===== config.mk =====
export PLATFORM = sky130hd
export DESIGN_NAME = circular_deque_flat
export DESIGN_NICKNAME = d
export VERILOG_FILES = /design/src/sv/dq_pkg.sv /design/src/sv/dq_req_if.sv /design/src/sv/dq_rsp_if.sv /design/src/sv/circular_deque.sv /design/src/sv/dq_ram.sv /design/src/flat_wrapper.sv
export SDC_FILE = /design/constraint.sdc
export NUM_CORES = 2
export LEC_CHECK = 0
export BUFFER_PORTS_ARGS = -buffer_cell sky130_fd_sc_hd__clkbuf_2
export CORE_MARGIN = 2
export CORE_UTILIZATION = 46
export DETAILED_ROUTE_END_ITERATION = 12
export GPL_ROUTABILITY_DRIVEN = 0
export SETUP_SLACK_MARGIN = 0.15
export SLEW_MARGIN = 40
export SYNTH_ARGS = -nofsm -noshare
export SYNTH_HDL_FRONTEND = slang
export SYNTH_SLANG_ARGS = --single-unit

===== constraint.sdc =====
create_clock -name clk -period 11.47 [get_ports clk]
set_input_delay 0.5735 -clock clk [delete_from_list [all_inputs] [get_ports clk]]
set_output_delay 0.5735 -clock clk [all_outputs]
set_load 0.005 [all_outputs]

===== src/sv/dq_pkg.sv =====
// Shared constants, request and status codes for the circular deque.
package dq_pkg;

	localparam int DEPTH = 128;
	localparam int DATA_WIDTH = 32;
	localparam int IDX_W = $clog2(DEPTH);
	localparam int CNT_W = $clog2(DEPTH + 1);
	localparam int OCC_W = 8;

	typedef enum logic [2:0] {
		REQ_PUSH_FRONT = 3'd0,
		REQ_PUSH_BACK  = 3'd1,
		REQ_POP_FRONT  = 3'd2,
		REQ_POP_BACK   = 3'd3,
		REQ_PEEK_FRONT = 3'd4,
		REQ_PEEK_BACK  = 3'd5
	} req_code_t;

	typedef enum logic [1:0] {
		ST_OK        = 2'd0,
		ST_OVERFLOW  = 2'd1,
		ST_UNDERFLOW = 2'd2
	} status_t;

endpackage


===== src/sv/dq_req_if.sv =====
// Request channel of the circular deque: valid/ready handshake and request payload.
interface dq_req_if
	import dq_pkg::*;
();
	logic              valid;
	logic              ready;
	logic [2:0]        req_type;
	logic signed [31:0] write_value;

	modport source (output valid, output req_type, output write_value, input ready);
	modport sink (input valid, input req_type, input write_value, output ready);
endinterface


===== src/sv/dq_rsp_if.sv =====
// Response channel of the circular deque: valid/ready handshake and result payload.
interface dq_rsp_if
	import dq_pkg::*;
();
	logic               valid;
	logic               ready;
	logic signed [31:0] read_value;
	logic [1:0]         status;
	logic [OCC_W-1:0]   occupancy;
	logic               is_empty;

	modport source (output valid, output read_value, output status, output occupancy,
		output is_empty, input ready);
	modport sink (input valid, input read_value, input status, input occupancy,
		input is_empty, output ready);
endinterface


===== src/sv/circular_deque.sv =====
// Circular deque top level: ring store in a RAM with head, tail and count registers.
//
// Requests arrive on the req channel (push front/back, pop front/back, peek
// front/back) and each one yields exactly one item on the rsp channel, in order.
// Every response carries the word read, a status code, the occupancy after the
// request and an empty flag.
// Pushes, refused pushes, requests on an empty deque and unknown codes answer in
// the cycle after acceptance, and a new request can be taken every cycle while the
// output register is free. A pop or peek of a held entry needs a read of the
// storage RAM, whose read data is registered; it answers once that data returns
// and blocks the req channel while the read is pending.
// Results wait in a single output register; a new request is taken only when
// that register is empty or being drained in the same cycle, so a stalled
// receiver stalls the sender after one item.
// Reset clears head, tail, count and all valid flags; the storage RAM is not
// cleared, since only entries that were written are ever read.
module circular_deque
	import dq_pkg::*;
(
	input  logic     clk,
	input  logic     arst_n,
	dq_req_if.sink   req,
	dq_rsp_if.source rsp
);
	logic [IDX_W-1:0] head_q, tail_q, head_d, tail_d;
	logic [CNT_W-1:0] cnt_q, cnt_d;

	logic                  rd_pend_s1;
	logic [CNT_W-1:0]      occ_s1;

	logic                  rsp_valid_q;
	logic signed [31:0]    rd_val_q;
	logic [1:0]            status_q;
	logic [OCC_W-1:0]      occ_q;
	logic                  empty_q;

	logic                  accept;
	logic                  ram_we;
	logic [IDX_W-1:0]      ram_addr;
	logic [DATA_WIDTH-1:0] ram_rdata;

	// Direct (no RAM read) result computed at acceptance.
	logic                  direct_vld;
	logic signed [31:0]    direct_val;
	status_t               direct_st;
	logic [CNT_W-1:0]      direct_occ;
	logic                  read_vld;
	logic [CNT_W-1:0]      read_occ;

	logic full, empty;

	function automatic logic [IDX_W-1:0] idx_inc(input logic [IDX_W-1:0] idx);
		idx_inc = (idx == IDX_W'(DEPTH - 1)) ? '0 : idx + 1'b1;
	endfunction

	function automatic logic [IDX_W-1:0] idx_dec(input logic [IDX_W-1:0] idx);
		idx_dec = (idx == '0) ? IDX_W'(DEPTH - 1) : idx - 1'b1;
	endfunction

	assign full  = (cnt_q == CNT_W'(DEPTH));
	assign empty = (cnt_q == '0);

	assign req.ready = !rd_pend_s1 && (!rsp_valid_q || rsp.ready);
	assign accept    = req.valid && req.ready;

	always_comb begin
		head_d     = head_q;
		tail_d     = tail_q;
		cnt_d      = cnt_q;
		ram_we     = 1'b0;
		ram_addr   = head_q;
		direct_vld = 1'b0;
		direct_val = '0;
		direct_st  = ST_OK;
		direct_occ = cnt_q;
		read_vld   = 1'b0;
		read_occ   = cnt_q;
		if (accept) begin
			unique case (req.req_type) inside
				REQ_PUSH_FRONT, REQ_PUSH_BACK: begin
					direct_vld = 1'b1;
					if (full) begin
						direct_st = ST_OVERFLOW;
					end else begin
						ram_we = 1'b1;
						cnt_d  = cnt_q + 1'b1;
						direct_occ = cnt_q + 1'b1;
						if (empty) begin
							head_d   = '0;
							tail_d   = '0;
							ram_addr = '0;
						end else if (req.req_type == REQ_PUSH_FRONT) begin
							head_d   = idx_dec(head_q);
							ram_addr = idx_dec(head_q);
						end else begin
							tail_d   = idx_inc(tail_q);
							ram_addr = idx_inc(tail_q);
						end
					end
				end
				REQ_POP_FRONT, REQ_POP_BACK, REQ_PEEK_FRONT, REQ_PEEK_BACK: begin
					if (empty) begin
						direct_vld = 1'b1;
						direct_val = '1;
						direct_st  = ST_UNDERFLOW;
					end else begin
						read_vld = 1'b1;
						ram_addr = (req.req_type == REQ_POP_FRONT ||
							req.req_type == REQ_PEEK_FRONT) ? head_q : tail_q;
						if (req.req_type == REQ_POP_FRONT || req.req_type == REQ_POP_BACK) begin
							cnt_d    = cnt_q - 1'b1;
							read_occ = cnt_q - 1'b1;
							if (cnt_q == CNT_W'(1)) begin
								head_d = '0;
								tail_d = '0;
							end else if (req.req_type == REQ_POP_FRONT) begin
								head_d = idx_inc(head_q);
							end else begin
								tail_d = idx_dec(tail_q);
							end
						end
					end
				end
				default: begin
					// Undefined request codes leave the state alone.
					direct_vld = 1'b1;
				end
			endcase
		end
	end

	dq_ram #(
		.WIDTH(DATA_WIDTH),
		.DEPTH(DEPTH)
	) u_ram (
		.clk  (clk),
		.we   (ram_we),
		.addr (ram_addr),
		.wdata(req.write_value[DATA_WIDTH-1:0]),
		.rdata(ram_rdata)
	);

	always_ff @(posedge clk or negedge arst_n) begin
		if (!arst_n) begin
			head_q      <= '0;
			tail_q      <= '0;
			cnt_q       <= '0;
			rd_pend_s1  <= 1'b0;
			rsp_valid_q <= 1'b0;
		end else begin
			head_q     <= head_d;
			tail_q     <= tail_d;
			cnt_q      <= cnt_d;
			rd_pend_s1 <= read_vld;
			if (direct_vld || rd_pend_s1) begin
				rsp_valid_q <= 1'b1;
			end else if (rsp.ready) begin
				rsp_valid_q <= 1'b0;
			end
		end
	end

	always_ff @(posedge clk) begin
		if (read_vld) begin
			occ_s1 <= read_occ;
		end
		if (direct_vld) begin
			rd_val_q <= direct_val;
			status_q <= direct_st;
			occ_q    <= OCC_W'(direct_occ);
			empty_q  <= (direct_occ == '0);
		end else if (rd_pend_s1) begin
			rd_val_q <= 32'(signed'(ram_rdata));
			status_q <= ST_OK;
			occ_q    <= OCC_W'(occ_s1);
			empty_q  <= (occ_s1 == '0);
		end
	end

	assign rsp.valid      = rsp_valid_q;
	assign rsp.read_value = rd_val_q;
	assign rsp.status     = status_q;
	assign rsp.occupancy  = occ_q;
	assign rsp.is_empty   = empty_q;

	a_cnt_bound: assert property (@(posedge clk) disable iff (!arst_n)
		cnt_q <= CNT_W'(DEPTH))
		else $error("entry count exceeds depth");

	a_empty_idx: assert property (@(posedge clk) disable iff (!arst_n)
		cnt_q == '0 |-> head_q == '0 && tail_q == '0)
		else $error("indices not at zero while empty");

	a_pend_out_free: assert property (@(posedge clk) disable iff (!arst_n)
		rd_pend_s1 |-> !rsp_valid_q)
		else $error("read completes into an occupied output register");

	a_pend_no_accept: assert property (@(posedge clk) disable iff (!arst_n)
		rd_pend_s1 |-> !req.ready)
		else $error("request taken during a pending read");

	a_read_then_out: assert property (@(posedge clk) disable iff (!arst_n)
		rd_pend_s1 |=> rsp_valid_q)
		else $error("pending read did not produce a result");
endmodule


===== src/sv/dq_ram.sv =====
// Generic single-port synchronous RAM with registered read data.
module dq_ram #(
	parameter int WIDTH = 32,
	parameter int DEPTH = 128
) (
	input  logic                     clk,
	input  logic                     we,
	input  logic [$clog2(DEPTH)-1:0] addr,
	input  logic [WIDTH-1:0]         wdata,
	output logic [WIDTH-1:0]         rdata
);
	logic [WIDTH-1:0] mem [DEPTH];

	always_ff @(posedge clk) begin
		if (we) begin
			mem[addr] <= wdata;
		end
		rdata <= mem[addr];
	end
endmodule


===== src/flat_wrapper.sv =====
// flat-port wrapper written by rule: the top's interface ports become plain ports
module circular_deque_flat import dq_pkg::*;
  (clk, arst_n, req_valid, req_req_type, req_write_value, req_ready, rsp_valid, rsp_read_value, rsp_status, rsp_occupancy, rsp_is_empty, rsp_ready);
  dq_req_if req_i ();
  dq_rsp_if rsp_i ();
  input  logic clk;
  input  logic arst_n;
  input wire logic [$bits(req_i.valid)-1:0] req_valid;
  input wire logic [$bits(req_i.req_type)-1:0] req_req_type;
  input wire logic [$bits(req_i.write_value)-1:0] req_write_value;
  output wire logic [$bits(req_i.ready)-1:0] req_ready;
  output wire logic [$bits(rsp_i.valid)-1:0] rsp_valid;
  output wire logic [$bits(rsp_i.read_value)-1:0] rsp_read_value;
  output wire logic [$bits(rsp_i.status)-1:0] rsp_status;
  output wire logic [$bits(rsp_i.occupancy)-1:0] rsp_occupancy;
  output wire logic [$bits(rsp_i.is_empty)-1:0] rsp_is_empty;
  input wire logic [$bits(rsp_i.ready)-1:0] rsp_ready;
  assign req_i.valid = req_valid;
  assign req_i.req_type = req_req_type;
  assign req_i.write_value = req_write_value;
  assign req_ready = req_i.ready;
  assign rsp_valid = rsp_i.valid;
  assign rsp_read_value = rsp_i.read_value;
  assign rsp_status = rsp_i.status;
  assign rsp_occupancy = rsp_i.occupancy;
  assign rsp_is_empty = rsp_i.is_empty;
  assign rsp_i.ready = rsp_ready;
  circular_deque u_core (.clk(clk), .arst_n(arst_n), .req(req_i), .rsp(rsp_i));
endmodule

* Yosys cells after proc, flatten, opt, wreduce, memory -nomap -nowiden *
Memory sizes are Yosys's and may differ from the RTL's. A register that Yosys moved wholly into a read port is not among the register bits.
Cells that the tools add are included.

storage, ports and cells
  register bits = 75
  bits in writable memories = 4096
  bits of input ports = 39
  output and inout port bits = 45
  word-level logic and storage cells = 118
  memories = 1

operators by class
  add/subtract/negate cells = 6
  eq/ne operators = 16
  muxes and demuxes = 63
  reductions and logical operators = 22

memory list
  memory            words  width  read ports  clocked after memory_dff  write ports  line          source
  u_core.u_ram.mem  128    32     1           1                         1            dq_ram.sv:12  logic [WIDTH-1:0] mem [DEPTH];

operator list
  cell                                                                      number
  7-bit two-way mux                                                         24
  32-bit two-way mux                                                        5
  8-bit two-way mux                                                         9
  7-bit case mux with 2 select lines                                        3
  8-bit logical NOT                                                         3
  1-bit two-way mux                                                         16
  8-bit case mux with 2 select lines                                        1
  7-bit by 1-bit adder with 7-bit output (second input constant)            2
  7-bit == test (second input constant)                                     2
  7-bit logical NOT                                                         2
  7-bit AND reduction                                                       2
  7-bit by 1-bit subtractor with 7-bit output (second input constant)       2
  8-bit by 1-bit adder with 8-bit output (second input constant)            1
  8-bit by 1-bit == test with 1-bit output (second input constant)          1
  8-bit == test (second input constant)                                     1
  2-bit two-way mux                                                         4
  8-bit by 1-bit subtractor with 8-bit output (second input constant)       1
  3-bit by 2-bit == test with 1-bit output (second input constant)          2
  3-bit == test (second input constant)                                     2
  3-bit by 1-bit inequality test with 1-bit output (second input constant)  2
  2-bit nonzero test                                                        3
  1-bit logical OR                                                          4
  2-bit inequality test (second input constant)                             2
  2-bit case mux with 2 select lines                                        1
  10 further kinds                                                          12

* Depth between registers and ports, before layout *
  depth in word-level cells = 7
  mapped depth = 20
  mapped depth without buffers = 12

* Hierarchy *
Synthesis repeated with hierarchy kept, for this count alone.

unflattened totals
  cell total of the unflattened synthesis = 9449
  area total of the unflattened synthesis = 161817.7 sq um

by module, submodules not included
  module          times used  cells each  area an instance (sq um)  seq. area each (sq um)
  dq_ram          1           8954        157257.1                  123638.6
  circular_deque  1           495         4560.6                    2132.0

* Worst setup path after synthesis *
Ideal clock, no wire load.

  kind = reg2reg
  start point = reg u_core.cnt_q[0]
  end point = mem u_core.u_ram.mem[52][0], enable pin
  setup time = 0.421 ns
  arrival time = 4.910 ns
  data required time = 11.049 ns
  slack = 6.139 ns
  stages on the path, launching flop included = 17
  path buffers = 7
  clock period less this slack = 5.331 ns
  cell sequence = dfrtp_1 -> clkbuf_1 -> inv_1 -> ha_1 -> or3b_2 -> buf_4 -> o21ai_2 -> a211o_1 -> buf_4 -> a221o_2 -> nor2_1 -> buf_2 -> buf_2 -> buf_1 -> nand2_1 -> buf_2 -> nor2_1

on the way
  cells in the longest elaborated chain, start to end = 6
  elaborated cells between the ends (all ways) = 12
  those cells by class = 1 x eq/ne; 10 x mux; 1 x reduce/logical

RTL lines
  element                                  line                   source
  from (decl)                              circular_deque.sv:26   logic [CNT_W-1:0] cnt_q, cnt_d;
  from (signal assigned)                   circular_deque.sv:153  cnt_q <= cnt_d;
  8-bit == test                            circular_deque.sv:60   assign full = (cnt_q == CNT_W'(DEPTH));
  1-bit two-way mux                        circular_deque.sv:82   if (full) begin
  1-bit two-way mux                        circular_deque.sv:79   unique case (req.req_type) inside
  1-bit two-way mux                        circular_deque.sv:78   if (accept) begin
  1-bit two-way mux                        dq_ram.sv:15           if (we) begin
  1-bit two-way mux (not written as such)  dq_ram.sv:16           mem[addr] <= wdata;
  to (decl)                                dq_ram.sv:12

Several ways; a longest one is shown, not always the timed one.

* Final worst setup path *
  start point = reg u_core.cnt_q[0]
  end point = reg u_core.u_ram.rdata[23] (read register of u_core.u_ram.mem)

on the way
  cells in the longest elaborated chain, start to end = 5
  elaborated cells between the ends (all ways) = 7
  those cells by class = 1 x eq/ne; 5 x mux; 1 x reduce/logical

RTL lines
  element                                 line                  source
  8-bit logical NOT                       circular_deque.sv:61  assign empty = (cnt_q == '0);
  7-bit two-way mux                       circular_deque.sv:88  if (empty) begin
  7-bit two-way mux                       circular_deque.sv:82
  7-bit case mux with 2 select lines (*)  circular_deque.sv:79
  7-bit two-way mux (*)                   circular_deque.sv:78
  to (decl)                               dq_ram.sv:10          output logic [WIDTH-1:0] rdata

Mark *: on every way between the ends. The rest lies on a longest branch, timed or not.
A chain may end at the register's enable or synchronous reset.

==> summary.txt <==
STA
  – Post-route clock period utilization: 0.627
  – Worst relative slew slack: 0.341
  – Worst Skew: 0.0606 ns
  – Hold Fails Final Rpt: 0
  – Peak Freq: 139 MHz
  – Slew Viols, Final: 0
  – Setup tns final: 0 ns
  – RSZ-0062 raised after global routing: false
  – Worst slew pin tran: 0.984 ns
  – Tmin final: 7.19 ns
  – Final setup viols: 0

Synth
  – Synth Instances: 11700
  – Mean post-synth cell area: 14.0 sq um
  – Compound-gate portion of the synthesized area: 0.0552
  – Largest family of logic cells by synthesized area: simple AND/OR/NAND/NOR gates
  – Syn_nets: 11800
  – Post-synth top area share: 0.758
  – Flops & latches, synth: 4203
  – XOR/XNOR Fraction of Synth Area: 0.000739
  – Yosys top cell by area: edfxtp_1
  – Top cells by area, synth: edfxtp_1, nand2_1, mux2i_1
  – Synthesized area: 164000 sq um
  – Simple-gate share of the synthesized area: 0.127
  – Number of enable flip-flop cells after synthesis: 4147
  – Top-count cell post-synth: edfxtp_1
  – Ys Warns: 0
  – Distinct cells, synth: 73
  – Primary FF master, synth: edfxtp_1
  – Synth Area in Adders: 0.000609
  – Post-synthesis mux area share: 0.0319
  – Post-synth top cells: edfxtp_1, nand2_1, nand3_1
  – Sequential-to-total area share from yosys stat: 0.765
  – Post-synth ARST share: 0.00571

Route
  – DRC violations left: 12
  – First-pass DRT Iterations: 11
  – Post-DR vias/cell: 6.07
  – DR vias: 103000
  – Initial DRC count: 13600
  – WL per Instance: 29.8 um
  – Wire length on met2: 238000 um
  – Post-DRT Antenna Nets: 0
  – Met1 Wirelength: 200000 um
  – Routed WL: 505000 um
  – Max Used Layer: met5
  – WL met3: 43200 um

Worst setup path
  – CP Class: register to register
  – Crit. Startpoint: u_core.cnt_q[0]$_DFFE_PN0P_
  – WP data required: 12.18 ns
  – CP max stage cell: nor3_2
  – FF-to-FF Start: u_core.cnt_q[0]$_DFFE_PN0P_
  – Critical path endpoint: u_core.u_ram.rdata[23]$_DFF_P_
  – CP Capture Type: register
  – Critical Path AT: 7.90 ns
  – Crit. path cell count: 16
  – Crit-path max FO: 56
  – Top Family by Delay on Critical Path: simple AND/OR/NAND/NOR gates
  – Crit path top cell by count: buf_4
  – Largest stage delay, worst path: 0.88 ns
  – Reg2Reg Depth: 16
  – Worst reg2reg setup slack: 4.28 ns
  – CP cell instances: inv_1 > ha_1 > or3b_2 > nor4_2 > a211o_1 > a221oi_2 > buf_4 > or3b_4 > buf_4 > buf_4 > nor3_1 > o41ai_1 > buf_4 > nand4_1 > nor3_2 > nand4_1
  – Buf/Inv on CP: 5
  – Crit start category: register
  – Reg-to-Reg End: u_core.u_ram.rdata[23]$_DFF_P_

GRT
  – Initial antenna violation count: 37
  – Largest net degree at the start of global routing: 194
  – GRT Total Usage: 0.273
  – Total grt overflow: 0
  – First-pass GRT wire length: 715000 um
  – Vias in the first global route: 99100

Clock tree
  – CTS buffer count: 430
  – Worst skew pair latency: 0.99 ns
  – Num Clock Sinks: 4203
  – Postcts setup bufs: 0
  – Clk slew on worst S/H paths: 0.06 ns
  – CTS tree: done
  – Clock Root Buffer: clkbuf_16
  – Clock Path Buffers: 4
  – H-tree Lvls: 5

Outcome
  – Failing checks: design-rule violations
  – Run status: finished with violations

Die
  – Top Ports: 84
  – Initial Utilization: 0.462
  – Core Region: 356000 sq um
  – Die Width: 602 um
  – Die Area: 362000 sq um
  – Standard-cell rows: 219
  – Die H: 602 um

Power and ir drop
  – Worst VDD drop: 0.208 mV
  – Pleak: 62.3 nW
  – Pwr dens: 242 nW/um^2

Layout
  – Area of the multi-input gates: 37300 sq um
  – Core Util, Final: 0.525
  – Share of layout cells above drive strength 1: 0.107
  – Sequential Area: 126000 sq um
  – P&R area growth vs syn: 13.6%
  – Nets: 11900
  – Fill count: 29100

Placement
  – PortBufs: 83
  – Post-DP HPWL: 275000 um

Worst hold path
  – Min-delay worst type: input pin to register

Run
  – Total of max-cap violations: 0
## flip-flops by register name, indices dropped and copies added (netlist names)
signal                 flops
u_core.u_ram.mem        4096
u_core.rsp.read_value     32
u_core.u_ram.rdata        32
u_core.cnt_q               8
u_core.occ_s1              8
u_core.rsp.occupancy       8
u_core.head_q              7
u_core.tail_q              7
u_core.rsp.status          2
u_core.rd_pend_s1          1
u_core.rsp.is_empty        1
u_core.rsp.valid           1
## stage by stage
stage	worst slack, ns	instance area, sq um	hold WS, ns	instances	power [W]
2_1_floorplan	6.14	164000	0.278	11700	0.0259
3_3_place_gp	3.79	172000	0.480	16100	0.0313
3_5_place_dp	4.35	173000	0.491	16200	0.0317
4_1_cts	4.34	186000	0.0279	17000	0.0452
5_1_grt	4.11	187000	0.0114	17000	0.0468
6_report	4.28	187000	0.0401	17000	0.0453
## metal layers
metal | track usage | vias to the layer above
li1 | - | 44400
met1 | 0.368 | 52600
met2 | 0.444 | 5184
met3 | 0.0388 | 902
met4 | 0.117 | 10
met5 | 0 | -
## cells by family after synthesis
logic type                 Yosys count
DFF                               4203
xor gates and xnor gates            13
AOI/OAI and AO/OA                 1370
muxes                              523
buffers and inverters              785
adders and majority gates            8
and+or+nand+nor                   4843
## area by class of cell
type / count / share of cell area
clock inverter: 240 / 0.0116
multi-input combinational: 6757 / 0.200
antenna: 6 / 0.0000804
clock buffer: 558 / 0.0616
inverter: 13 / 0.000261
timing repair buffer: 447 / 0.0213
tap: 4751 / 0.0318
sequential: 4203 / 0.674
## worst register-to-register path: stages, from the launching register on
cell and delay [ns]:
dfrtp_1 0.52, inv_1 0.11, ha_1 0.18, or3b_2 0.58, nor4_2 0.34, a211o_1 0.42
a221oi_2 0.19, buf_4 0.25, or3b_4 0.46, buf_4 0.51, buf_4 0.65, nor3_1 0.19
o41ai_1 0.39, buf_4 0.24, nand4_1 0.59, nor3_2 0.88, nand4_1 0.45
## power by group
| part | switching [W] | internal, W |
|---|---|---|
| clock | 0.00585 | 0.00780 |
| sequential | 0.000208 | 0.0171 |
| combinational | 0.0104 | 0.00392 |
## how the worst min path moves through the flow
stage	startpoint	endpoint	slack [ns]	cells past startpoint
after floorplan	arst_n	u_core.cnt_q[0]$_DFFE_PN0P_	0.28	0
after global placement	u_core.rd_pend_s1$_DFF_PN0_	u_core.rsp.valid$_DFFE_PN0P_	0.48	2
after detailed placement	u_core.rd_pend_s1$_DFF_PN0_	u_core.rsp.valid$_DFFE_PN0P_	0.49	2
after CTS	req_write_value[14]	u_core.u_ram.mem[74][14]$_DFFE_PP_	0.03	1
after global routing	req_write_value[11]	u_core.u_ram.mem[77][11]$_DFFE_PP_	0.01	1
final	req_write_value[11]	u_core.u_ram.mem[69][11]$_DFFE_PP_	0.04	1
## cells in the final DEF (no fill, tap or decap), types with 26 or more instances in the layout
master | Yosys | routed
edfxtp_1 | 4147 | 4147
nand2_1 | 2962 | 2944
nand3_1 | 919 | 913
a21oi_1 | 605 | 605
mux2i_1 | 522 | 522
clkbuf_16 | 0 | 438
buf_4 | 2 | 306
nor3_1 | 331 | 301
nand4_1 | 258 | 258
a22oi_1 | 139 | 139
nor2_4 | 0 | 136
clkbuf_1 | 567 | 111
clkinv_1 | 0 | 108
a32oi_1 | 96 | 96
nor4_1 | 101 | 76
clkinv_2 | 0 | 69
o21ai_0 | 87 | 67
a31oi_1 | 65 | 65
a32o_1 | 64 | 64
a22o_1 | 63 | 63
nor2_1 | 187 | 51
clkbuf_2 | 0 | 51
o41ai_1 | 62 | 40
and3_1 | 39 | 39
buf_6 | 2 | 37
a21o_1 | 35 | 35
buf_12 | 0 | 35
o2111ai_1 | 34 | 34
bufinv_16 | 0 | 33
dfxtp_1 | 32 | 32
o22a_1 | 31 | 31
nor4_2 | 2 | 26
nor3_2 | 1 | 26
## timing repair
item / 4_1_cts / 5_1_grt
hold endpoints to repair: 116 / 14
resized for setup: 0 / 0
hold buffers: 7 / 2
(Power assumes the default switching activity.)
